## config.mk

```make
export PLATFORM = sky130hd
export DESIGN_NAME = sha256_stream_hash
export DESIGN_NICKNAME = d
export VERILOG_FILES = /design/src/hdl/sha256_pkg.sv /design/src/hdl/sha256_datapath.sv /design/src/hdl/sha256_ctrl.sv /design/src/hdl/sha256_stream_hash.sv
export SDC_FILE = /design/constraint.sdc
export NUM_CORES = 2
export LEC_CHECK = 0
export BUFFER_PORTS_ARGS = -buffer_cell sky130_fd_sc_hd__buf_2
export CAP_MARGIN = 0
export CELL_PAD_IN_SITES_DETAIL_PLACEMENT = 0
export CELL_PAD_IN_SITES_GLOBAL_PLACEMENT = 1
export CORE_MARGIN = 10
export CORE_UTILIZATION = 28
export CTS_CLUSTER_SIZE = 10
export DETAILED_ROUTE_END_ITERATION = 10
export PLACE_DENSITY_LB_ADDON = 0.08
export SKIP_LAST_GASP = 1
export SLEW_MARGIN = 25
export SYNTH_ARGS = -nofsm -noshare
export SYNTH_HDL_FRONTEND = slang
export SYNTH_SLANG_ARGS = --single-unit
export TNS_END_PERCENT = 30
```

## constraint.sdc

```tcl
create_clock -name clk -period 15.8 [get_ports clk]
set_input_delay 1.58 -clock clk [delete_from_list [all_inputs] [get_ports clk]]
set_output_delay 1.58 -clock clk [all_outputs]
set_load 0.01 [all_outputs]
```

## src/hdl/sha256_pkg.sv

```systemverilog
`timescale 1ns / 1ps
// ----------------------------------------------------------------------------
// SHA-256 package
// Round constants, initial hash values and the control types shared by the
// controller and the datapath.
// ----------------------------------------------------------------------------
package sha256_pkg;

    localparam int WordWidth = 32;

    typedef logic [WordWidth-1:0] word_t;

    localparam word_t InitHash [8] = '{
        32'h6a09e667, 32'hbb67ae85, 32'h3c6ef372, 32'ha54ff53a,
        32'h510e527f, 32'h9b05688c, 32'h1f83d9ab, 32'h5be0cd19
    };

    localparam word_t RoundConst [64] = '{
        32'h428a2f98, 32'h71374491, 32'hb5c0fbcf, 32'he9b5dba5,
        32'h3956c25b, 32'h59f111f1, 32'h923f82a4, 32'hab1c5ed5,
        32'hd807aa98, 32'h12835b01, 32'h243185be, 32'h550c7dc3,
        32'h72be5d74, 32'h80deb1fe, 32'h9bdc06a7, 32'hc19bf174,
        32'he49b69c1, 32'hefbe4786, 32'h0fc19dc6, 32'h240ca1cc,
        32'h2de92c6f, 32'h4a7484aa, 32'h5cb0a9dc, 32'h76f988da,
        32'h983e5152, 32'ha831c66d, 32'hb00327c8, 32'hbf597fc7,
        32'hc6e00bf3, 32'hd5a79147, 32'h06ca6351, 32'h14292967,
        32'h27b70a85, 32'h2e1b2138, 32'h4d2c6dfc, 32'h53380d13,
        32'h650a7354, 32'h766a0abb, 32'h81c2c92e, 32'h92722c85,
        32'ha2bfe8a1, 32'ha81a664b, 32'hc24b8b70, 32'hc76c51a3,
        32'hd192e819, 32'hd6990624, 32'hf40e3585, 32'h106aa070,
        32'h19a4c116, 32'h1e376c08, 32'h2748774c, 32'h34b0bcb5,
        32'h391c0cb3, 32'h4ed8aa4a, 32'h5b9cca4f, 32'h682e6ff3,
        32'h748f82ee, 32'h78a5636f, 32'h84c87814, 32'h8cc70208,
        32'h90befffa, 32'ha4506ceb, 32'hbef9a3f7, 32'hc67178f2
    };

    localparam logic [7:0] PadByte = 8'h80;
    localparam logic [5:0] LenPos  = 6'd56;

    typedef enum logic [6:0] {
        ST_IDLE   = 7'b0000001,
        ST_COMP   = 7'b0000010,
        ST_PAD    = 7'b0000100,
        ST_COMP1  = 7'b0001000,
        ST_ZERO   = 7'b0010000,
        ST_COMP2  = 7'b0100000,
        ST_EMIT   = 7'b1000000
    } state_t;

    typedef struct packed {
        logic       absorb;
        logic       load_work;
        logic       round;
        logic       add_hash;
        logic       pad_first;
        logic       zero_block;
        logic       set_length;
        logic       restart;
        logic [5:0] round_idx;
    } sha_cmd_t;

    typedef struct packed {
        logic [5:0] fill;
    } sha_status_t;

endpackage

```

## src/hdl/sha256_datapath.sv

```systemverilog
`timescale 1ns / 1ps
// ----------------------------------------------------------------------------
// SHA-256 datapath
// Block buffer with schedule window, working registers, hash words and the
// one-round-per-cycle compression logic.
// ----------------------------------------------------------------------------
module sha256_datapath
    import sha256_pkg::*;
(
    input  logic        clk,
    input  logic        rst_n,
    input  sha_cmd_t    cmd,
    input  logic [7:0]  byte_in,
    output sha_status_t status,
    output word_t       hash_out [8]
);

    word_t       w_reg [16];
    word_t       v_reg [8];
    word_t       h_reg [8];
    logic [5:0]  fill_reg;
    logic [31:0] len_reg;

    word_t wt, s0w, s1w, sa, se, chv, mjv, t1, t2, ww15, ww2;
    logic [3:0] wi;
    logic [4:0] sh;

    function automatic word_t rotr(input word_t x, input int n);
        rotr = (x >> n) | (x << (WordWidth - n));
    endfunction

    always_comb
    begin
        ww15 = w_reg[4'(cmd.round_idx + 6'd1)];
        ww2  = w_reg[4'(cmd.round_idx + 6'd14)];
        s0w  = rotr(ww15, 7) ^ rotr(ww15, 18) ^ (ww15 >> 3);
        s1w  = rotr(ww2, 17) ^ rotr(ww2, 19) ^ (ww2 >> 10);
        if (cmd.round_idx < 6'd16)
            wt = w_reg[cmd.round_idx[3:0]];
        else
            wt = w_reg[cmd.round_idx[3:0]] + s0w + w_reg[4'(cmd.round_idx + 6'd9)] + s1w;
        sa  = rotr(v_reg[0], 2) ^ rotr(v_reg[0], 13) ^ rotr(v_reg[0], 22);
        mjv = (v_reg[0] & v_reg[1]) ^ (v_reg[0] & v_reg[2]) ^ (v_reg[1] & v_reg[2]);
        se  = rotr(v_reg[4], 6) ^ rotr(v_reg[4], 11) ^ rotr(v_reg[4], 25);
        chv = (v_reg[4] & v_reg[5]) ^ (~v_reg[4] & v_reg[6]);
        t2  = sa + mjv;
        t1  = v_reg[7] + se + chv + RoundConst[cmd.round_idx] + wt;
        wi  = fill_reg[5:2];
        sh  = 5'((2'd3 - fill_reg[1:0]) * 8);
    end

    always_ff @(posedge clk)
    begin
        if (cmd.absorb)
        begin
            if (fill_reg[1:0] == 2'd0)
                w_reg[wi] <= {byte_in, 24'd0};
            else
                w_reg[wi] <= (w_reg[wi] & ~(word_t'(8'hff) << sh)) | (word_t'(byte_in) << sh);
        end
        else if (cmd.round)
            w_reg[cmd.round_idx[3:0]] <= wt;
        else if (cmd.pad_first)
        begin
            for (int i = 0; i < 16; i++)
            begin
                if (4'(i) > wi)
                    w_reg[i] <= '0;
            end
            if (fill_reg[1:0] == 2'd0)
                w_reg[wi] <= {PadByte, 24'd0};
            else
                w_reg[wi] <= (w_reg[wi] & ~(word_t'(32'hffffffff) >> (5'd24 - sh)))
                             | (word_t'(PadByte) << sh);
        end
        else if (cmd.zero_block)
        begin
            for (int i = 0; i < 16; i++)
                w_reg[i] <= '0;
        end
        if (cmd.set_length)
        begin
            w_reg[14] <= '0;
            w_reg[15] <= len_reg;
        end
    end

    always_ff @(posedge clk or negedge rst_n)
    begin
        if (!rst_n)
        begin
            fill_reg <= '0;
            len_reg  <= '0;
            for (int i = 0; i < 8; i++)
            begin
                h_reg[i] <= InitHash[i];
                v_reg[i] <= '0;
            end
        end
        else
        begin
            if (cmd.absorb)
            begin
                fill_reg <= fill_reg + 6'd1;
                len_reg  <= len_reg + 32'd8;
            end
            if (cmd.load_work)
            begin
                for (int i = 0; i < 8; i++)
                    v_reg[i] <= h_reg[i];
            end
            else if (cmd.round)
            begin
                v_reg[7] <= v_reg[6];
                v_reg[6] <= v_reg[5];
                v_reg[5] <= v_reg[4];
                v_reg[4] <= v_reg[3] + t1;
                v_reg[3] <= v_reg[2];
                v_reg[2] <= v_reg[1];
                v_reg[1] <= v_reg[0];
                v_reg[0] <= t1 + t2;
            end
            if (cmd.add_hash)
            begin
                for (int i = 0; i < 8; i++)
                    h_reg[i] <= h_reg[i] + v_reg[i];
            end
            if (cmd.restart)
            begin
                fill_reg <= '0;
                len_reg  <= '0;
                for (int i = 0; i < 8; i++)
                    h_reg[i] <= InitHash[i];
            end
        end
    end

    assign status.fill = fill_reg;

    always_comb
    begin
        for (int i = 0; i < 8; i++)
            hash_out[i] = h_reg[i];
    end

endmodule

```

## src/hdl/sha256_ctrl.sv

```systemverilog
`timescale 1ns / 1ps
// ----------------------------------------------------------------------------
// SHA-256 controller
// Sequences byte absorption, compression rounds, padding and digest output.
// ----------------------------------------------------------------------------
module sha256_ctrl
    import sha256_pkg::*;
(
    input  logic        clk,
    input  logic        rst_n,
    input  logic        in_valid,
    input  logic        byte_present,
    input  logic        end_of_message,
    output logic        in_ready,
    input  sha_status_t status,
    output sha_cmd_t    cmd,
    output logic        out_valid,
    input  logic        out_ready,
    output logic [2:0]  out_index
);

    state_t     state_reg, state_next;
    logic [6:0] rnd_reg, rnd_next;
    logic [2:0] idx_reg, idx_next;
    logic       fin_reg, fin_next;
    logic       acc;

    assign in_ready  = (state_reg == ST_IDLE);
    assign acc       = in_valid && in_ready;
    assign out_valid = (state_reg == ST_EMIT);
    assign out_index = idx_reg;

    always_comb
    begin
        state_next = state_reg;
        rnd_next   = rnd_reg;
        idx_next   = idx_reg;
        fin_next   = fin_reg;
        cmd        = '0;
        cmd.round_idx = rnd_reg[5:0];
        case (state_reg)
            ST_IDLE:
            begin
                if (acc)
                begin
                    cmd.absorb = byte_present;
                    fin_next   = end_of_message;
                    if (byte_present && status.fill == 6'd63)
                    begin
                        cmd.load_work = 1'b1;
                        rnd_next      = '0;
                        state_next    = ST_COMP;
                    end
                    else if (end_of_message)
                        state_next = ST_PAD;
                end
            end
            ST_COMP, ST_COMP1, ST_COMP2:
            begin
                if (rnd_reg == 7'd64)
                begin
                    cmd.add_hash = 1'b1;
                    rnd_next     = '0;
                    if (state_reg == ST_COMP)
                        state_next = fin_reg ? ST_PAD : ST_IDLE;
                    else if (state_reg == ST_COMP1)
                        state_next = ST_ZERO;
                    else
                        state_next = ST_EMIT;
                end
                else
                begin
                    cmd.round = 1'b1;
                    rnd_next  = rnd_reg + 7'd1;
                end
            end
            ST_PAD:
            begin
                cmd.pad_first = 1'b1;
                cmd.load_work = 1'b1;
                if (status.fill >= LenPos)
                    state_next = ST_COMP1;
                else
                begin
                    cmd.set_length = 1'b1;
                    state_next     = ST_COMP2;
                end
            end
            ST_ZERO:
            begin
                cmd.zero_block = 1'b1;
                cmd.set_length = 1'b1;
                cmd.load_work  = 1'b1;
                state_next     = ST_COMP2;
            end
            ST_EMIT:
            begin
                if (out_ready)
                begin
                    idx_next = idx_reg + 3'd1;
                    if (idx_reg == 3'd7)
                    begin
                        cmd.restart = 1'b1;
                        state_next  = ST_IDLE;
                    end
                end
            end
            default:
                state_next = ST_IDLE;
        endcase
    end

    always_ff @(posedge clk or negedge rst_n)
    begin
        if (!rst_n)
        begin
            state_reg <= ST_IDLE;
            rnd_reg   <= '0;
            idx_reg   <= '0;
            fin_reg   <= 1'b0;
        end
        else
        begin
            state_reg <= state_next;
            rnd_reg   <= rnd_next;
            idx_reg   <= idx_next;
            fin_reg   <= fin_next;
        end
    end

endmodule

```

## src/hdl/sha256_stream_hash.sv

```systemverilog
`timescale 1ns / 1ps
// ----------------------------------------------------------------------------
// SHA-256 stream hash
// Absorbs a message one byte per transaction and emits the eight-word digest.
//
// Channel  Dir  tdata                  tuser                      tlast
// s_axis   in   msg_byte[7:0]          {end_of_message, present}  -
// m_axis   out  digest_word[31:0]      word_index[2:0]            last_word
//
// A byte is taken while the input is idle; the 64th byte of a block starts 64
// rounds and the hash add, one round a cycle through the shared round logic.
// The final transaction adds one or two padding blocks before the digest words
// are offered one per cycle while the sink accepts them.
// The input waits while a block compresses or the digest drains; reset
// returns the hash words to their initial values.
// ----------------------------------------------------------------------------
module sha256_stream_hash
    import sha256_pkg::*;
(
    input  logic        clk,
    input  logic        rst_n,
    input  logic        s_axis_tvalid,
    output logic        s_axis_tready,
    input  logic [7:0]  s_axis_tdata,   // msg_byte
    input  logic [1:0]  s_axis_tuser,   // end_of_message, byte_present
    output logic        m_axis_tvalid,
    input  logic        m_axis_tready,
    output logic [31:0] m_axis_tdata,   // digest_word
    output logic [2:0]  m_axis_tuser,   // word_index
    output logic        m_axis_tlast
);

    sha_cmd_t    cmd;
    sha_status_t status;
    word_t       hash_out [8];
    logic [2:0]  idx;

    sha256_ctrl u_ctrl (
        .clk            (clk),
        .rst_n          (rst_n),
        .in_valid       (s_axis_tvalid),
        .byte_present   (s_axis_tuser[0]),
        .end_of_message (s_axis_tuser[1]),
        .in_ready       (s_axis_tready),
        .status         (status),
        .cmd            (cmd),
        .out_valid      (m_axis_tvalid),
        .out_ready      (m_axis_tready),
        .out_index      (idx)
    );

    sha256_datapath u_dp (
        .clk      (clk),
        .rst_n    (rst_n),
        .cmd      (cmd),
        .byte_in  (s_axis_tdata),
        .status   (status),
        .hash_out (hash_out)
    );

    assign m_axis_tdata = hash_out[idx];
    assign m_axis_tuser = idx;
    assign m_axis_tlast = (idx == 3'd7);

endmodule

```

== Yosys cells after proc, flatten, opt, wreduce, memory -nomap -nowiden ==
Memory sizes are Yosys's and may differ from the RTL's.
Cells that the tools add are included.
Storage, ports and cells
  flip-flop bits (word level): 568
  RAM bits: 512
  bits in read-only memories: 2048
  input port bits: 14
  logic and storage cells: 336
  memories kept: 2
Operators by class
  add/sub/neg operators: 27
  order comparisons: 20
  eq/ne operators: 16
  shift operators: 4
  mux-type cells: 174
  bitwise logic cells: 56
  reduce and logical (&&, ||, !) cells: 15
Memories
  (name not given): words 64, bits a word 32, read ports 1, clocked after Yosys merged registers in 0, write ports 0, line sha256_datapath.sv:47  | t1 = v_reg[7] + se + chv + RoundConst[cmd.round_idx] + wt;
  u_dp.w_reg: words 16, bits a word 32, read ports 5, clocked after Yosys merged registers in 0, write ports 16, line sha256_datapath.sv:18  | word_t w_reg [16];
Operator list (number)
  $mux 256: 4
  $mux 32: 30
  $add 32x32->32: 18
  $xor 32x32->32: 9
  $and 32x32->32: 7
  $mux 1: 116
  $bmux 32 s3: 1
  $not 32->32: 3
  $mux 7: 11
  $or 32x32->32: 2
  $reduce_or 32->1: 2
  $shl 8x5->32 const A: 2
  $pmux 7 s5: 1
  $add 32x4->32 const B: 1
  $gt 4x4->1 const A: 8
  $or 10x32->32: 1
  $or 13x32->32: 1
  $or 14x32->32: 1
  $or 15x32->32: 1
  $or 19x32->32: 1
  $or 21x32->32: 1
  $or 25x32->32: 1
  $or 26x32->32: 1
  $or 30x32->32: 1
  48 further kinds: 88

== Logic depth before layout (Yosys ltp) ==
An unclocked memory read counts as a cell.
  depth in word-level cells: 13
  depth in mapped cells: 59

== Hierarchy ==
A second synthesis with hierarchy kept.
Unflattened totals
  cells, all modules: 9586
  area total of the unflattened synthesis: 88996.6 um^2
By module, submodules not included
  sha256_datapath: instances 1, cells an instance 9331, area an instance 85757.2 um^2, sequential area each 24428.4 um^2
  sha256_stream_hash: instances 1, cells an instance 115, area an instance 1953.1 um^2, sequential area each 0.0 um^2
  sha256_ctrl: instances 1, cells an instance 140, area an instance 1286.2 um^2, sequential area each 451.7 um^2

== Worst setup path after synthesis ==
Ideal clock, no wire load.
  kind: flip-flop to flip-flop
  start: register u_ctrl.rnd_reg[1]
  end: register u_dp.v_reg[255] in the netlist's numbering
  arrival time: 12.816 ns
  data required time: 15.667 ns
  setup slack: 2.851 ns
  cell stages (with the launch flop): 57
  clock period less this slack: 12.949 ns
  cell sequence: dfrtp_1 buf_2 inv_1 clkbuf_1 clkbuf_1 clkbuf_1 buf_1 clkbuf_1 ha_1 clkbuf_1 inv_1 ha_1 clkbuf_1 clkbuf_1 mux4_2 xor2_1 xnor2_1 fa_1 [21 not listed] a21o_1 xor2_1 inv_1 fa_1 inv_1 ha_1 nand3_1 or2_2 inv_1 a31o_2 a211o_1 a31o_2 a2111oi_0 o21ai_0 a21oi_1 xnor2_1 xnor2_1 o21ai_0
Between the ends
  word-level cells in the longest chain between the ends: 13
  elaborated cells on any way between the ends: 30
RTL lines
  from (decl): line sha256_ctrl.sv:23  | logic [6:0] rnd_reg, rnd_next;
  from (signal assigned): line sha256_ctrl.sv:125  | rnd_reg <= rnd_next;
  $add 4x1->4: line sha256_datapath.sv:34  | ww15 = w_reg[4'(cmd.round_idx + 6'd1)];
  $mem_v2 16x32
  $or 25x32->32 or $or 14x32->32 (tied branches): line sha256_datapath.sv:29  | rotr = (x >> n) | (x << (WordWidth - n));
  $xor 32x32->32: line sha256_datapath.sv:36  | s0w = rotr(ww15, 7) ^ rotr(ww15, 18) ^ (ww15 >> 3);
  $xor 32x29->32: line sha256_datapath.sv:36
  $add 32x32->32 (3 in series): line sha256_datapath.sv:41  | wt = w_reg[cmd.round_idx[3:0]] + s0w + w_reg[4'(cmd.round_idx + 6'd9)] + s1w;
  $mux 32: line sha256_datapath.sv:38  | if (cmd.round_idx < 6'd16)
  $add 32x32->32: line sha256_datapath.sv:47
  $add 32x32->32: line sha256_datapath.sv:121  | v_reg[0] <= t1 + t2;
  $mux 256: line sha256_datapath.sv:112  | else if (cmd.round)
  $mux 256: line sha256_datapath.sv:107  | if (cmd.load_work)
  to (signal, indexed assignment): line sha256_datapath.sv:110  | v_reg[i] <= h_reg[i];
  to (decl): line sha256_datapath.sv:19  | word_t v_reg [8];
Parallel ways exist; a longest one is shown, timed or not. The select of a mux whose other input is x is not followed.
A chain may end at the register's enable or synchronous reset.

== Worst setup path in the final report ==
  start: register u_ctrl.rnd_reg[0]
  end: register u_dp.v_reg[255] in the netlist's numbering
Same word-level chain as after synthesis.

==> flow_summary.json <==
{
  "cp-end-kind": "flop",
  "cpMaxStageDelayCell": "a2111oi_0",
  "portBuffers": 51,
  "final_cells": 13400,
  "synthMuxAreaShare": 0.167,
  "hold_path_end": "u_dp.hash_out[159]",
  "synth_area_um2": 86600,
  "synth_flop_cell": "dfxtp_1",
  "worst_path_most_repeated_cell": "o21ai_0",
  "yosysWarnings": 0,
  "viasPerCell": 5.74,
  "ys_seq_elements": 1077,
  "synth_area_per_cell_um2": 9.28,
  "maxSlewHeadroom": 0.219,
  "finClkSkew_ps": 63.5,
  "synth_fp_nets": 9950,
  "min_period_ps": 14090,
  "initial_core_util": 0.281,
  "n_fill_cell": 32300,
  "reg2reg_depth": 49,
  "synth_edf_count": 32,
  "async_reset_ff_frac": 0.525,
  "drtPass1Iterations": 8,
  "core_area_um2": 308000,
  "r2r_start": "u_ctrl.rnd_reg[0]",
  "synth_xor_area_frac": 0.0581,
  "slowest_delay_ps": 760,
  "grtUsageTotal": 0.265,
  "synthAdderAreaFrac": 0.104,
  "grt_max_degree": 139,
  "synth_compound_area_frac": 0.210,
  "slew_violations": 0,
  "layout_common_cells": "nand2_1 (922), nor2_1 (830), a21oi_1 (636)",
  "drive_above_1_share": 0.149,
  "wl_per_cell_um": 34.2,
  "critical_path_arrival_ps": 14790,
  "hold_viol": 0,
  "setup_viol": 0,
  "synthSimpleGateAreaFrac": 0.122,
  "gr-total-overflow": 0,
  "cp_max_fo": 119,
  "cts_resized": 0,
  "ctsHoldBuffers": 0,
  "tightest_slew_ps": 1170,
  "drc": 0,
  "outcome": "completed",
  "dp_hpwl_um": 334000,
  "ys_types": 92,
  "layout_commonest_cell": "nand2_1",
  "hp-start": "u_dp.hash_out[159]",
  "reg2reg_to": "u_dp.v_reg[255]",
  "grt_pass1_wl_um": 633000,
  "finalCritPeriodShare": 0.892,
  "vias": 76600,
  "cts_setup_buffers": 0,
  "clk_latency_ps": 880,
  "wl_um": 456000,
  "cts_tree": "done",
  "critical_path_class": "reg2reg",
  "htree_levels": 4,
  "cp_top_family": "compound AO/OA/AOI/OAI gates",
  "place_congestion": 0.945,
  "crit_buf_inv": 7,
  "largest_reg_flops": 512,
  "area_delta_synth_final_pct": 11.9,
  "holdPathStages": 2,
  "clock.fmax_mhz": 71.0,
  "max_cap_violations": 0,
  "hold_path_class": "reg2reg",
  "clock-sinks": 1077,
  "grt_pass1_vias": 76200,
  "fp.dieH_um": 576,
  "ios": 52,
  "tns_ps": 0,
  "cts_buffers": 157,
  "drt-initial-drc-count": 7163,
  "clkTransAtPathRegs_ps": 60,
  "rrSetupSlack_ps": 1710,
  "root_buffer": "clkbuf_16",
  "rows": 204,
  "rsz0062_at_grt": "no",
  "clk_path_buf_depth": 4,
  "synth_top_family_by_area": "compound AO/OA/AOI/OAI gates",
  "fin_nets": 9714,
  "die_area_um2": 332000,
  "die_x_um": 576,
  "worstPathRequired_ps": 16500,
  "start_kind": "flop",
  "seq_area_frac_synth": 0.287,
  "place_inst": 13100,
  "synthCells": 9336,
  "grt_antenna_before_repair": 21,
  "ant_nets": 0
}
routing by layer:
| layer | wire [um] | share of wire | global-route usage |
|---|---|---|---|
| met4 | 27100 | 0.059 | 0.129 |
| met2 | 227000 | 0.50 | 0.467 |
| met1 | 180000 | 0.39 | 0.318 |
| met5 | 41 | 0.000090 | 0 |
| met3 | 22500 | 0.049 | 0.0341 |
through the flow:
step                      cell area [um^2]   util  hold slack (ps)  setup slack, ps
after floorplan                      86600      -              448             2850
after global placement               91500  0.297              470             1860
after detailed placement             91700  0.297              475             2000
after CTS                            96900  0.314              484             1930
after global routing                 96900  0.314              524              908
final                                97000  0.314              479             1710
final cells by class:
cell class	instances	area, um^2	share of cell area
Tap cell	4120	5150	0.0532
Clock inverter	46	489	0.00505
Inverter	430	1620	0.0167
Clock buffer	237	4740	0.0489
Multi-Input combinational cell	7144	57700	0.596
Antenna cell	10	25.0	0.000258
Timing Repair Buffer	290	2270	0.0234
Sequential cell	1077	24900	0.257
how the worst max path moves through the flow:
stage,end,slack (ps),cells after the start,start
6_report,u_dp.v_reg[255],1710,49,u_ctrl.rnd_reg[0]
5_1_grt,u_dp.v_reg[255],910,49,u_ctrl.rnd_reg[0]
4_1_cts,u_dp.v_reg[255],1930,45,u_ctrl.rnd_reg[0]
3_5_place_dp,u_dp.v_reg[255],2000,45,u_ctrl.rnd_reg[0]
3_3_place_gp,u_dp.v_reg[255],1860,49,u_ctrl.rnd_reg[0]
2_1_floorplan,u_dp.v_reg[255],2850,56,u_ctrl.rnd_reg[1]
worst register-to-register path, delay by kind of cell (launching register included):
| family | cells | cell delay, ps |
|---|---|---|
| mux | 2 | 1220 |
| compound gates | 21 | 5130 |
| xor+xnor | 6 | 1550 |
| simple gates | 5 | 620 |
| flops | 1 | 610 |
| buf+inv | 7 | 1590 |
| fa+ha+maj | 8 | 3180 |
logic make-up (layout without fill, tap and decap cells):
logic type | Yosys count | count (layout)
XOR/XNOR | 571 | 571
other | 0 | 10
multiplexers | 757 | 757
AO/OA/AOI/OAI | 2768 | 2768
AND/OR/NAND/NOR | 2443 | 2443
adder cells (fa/ha/maj) | 605 | 605
buffers and inverters | 1115 | 1003
flip-flops | 1077 | 1077
synthesized netlist by cell type (253+ instances only):
cell type,n,share of area
xnor2_1,315,0.032
a21oi_1,640,0.037
nor2_1,848,0.037
o21ai_0,501,0.029
a22oi_1,269,0.023
dfxtp_1,480,0.11
clkbuf_1,504,0.022
inv_1,425,0.018
a211oi_1,496,0.043
dfrtp_1,428,0.12
xor2_1,253,0.026
nand2_1,931,0.040
ha_1,405,0.058
mux4_2,536,0.14
Power is not shown: default switching activity piles up to over one toggle a cycle in this logic, so the estimate is an artifact.
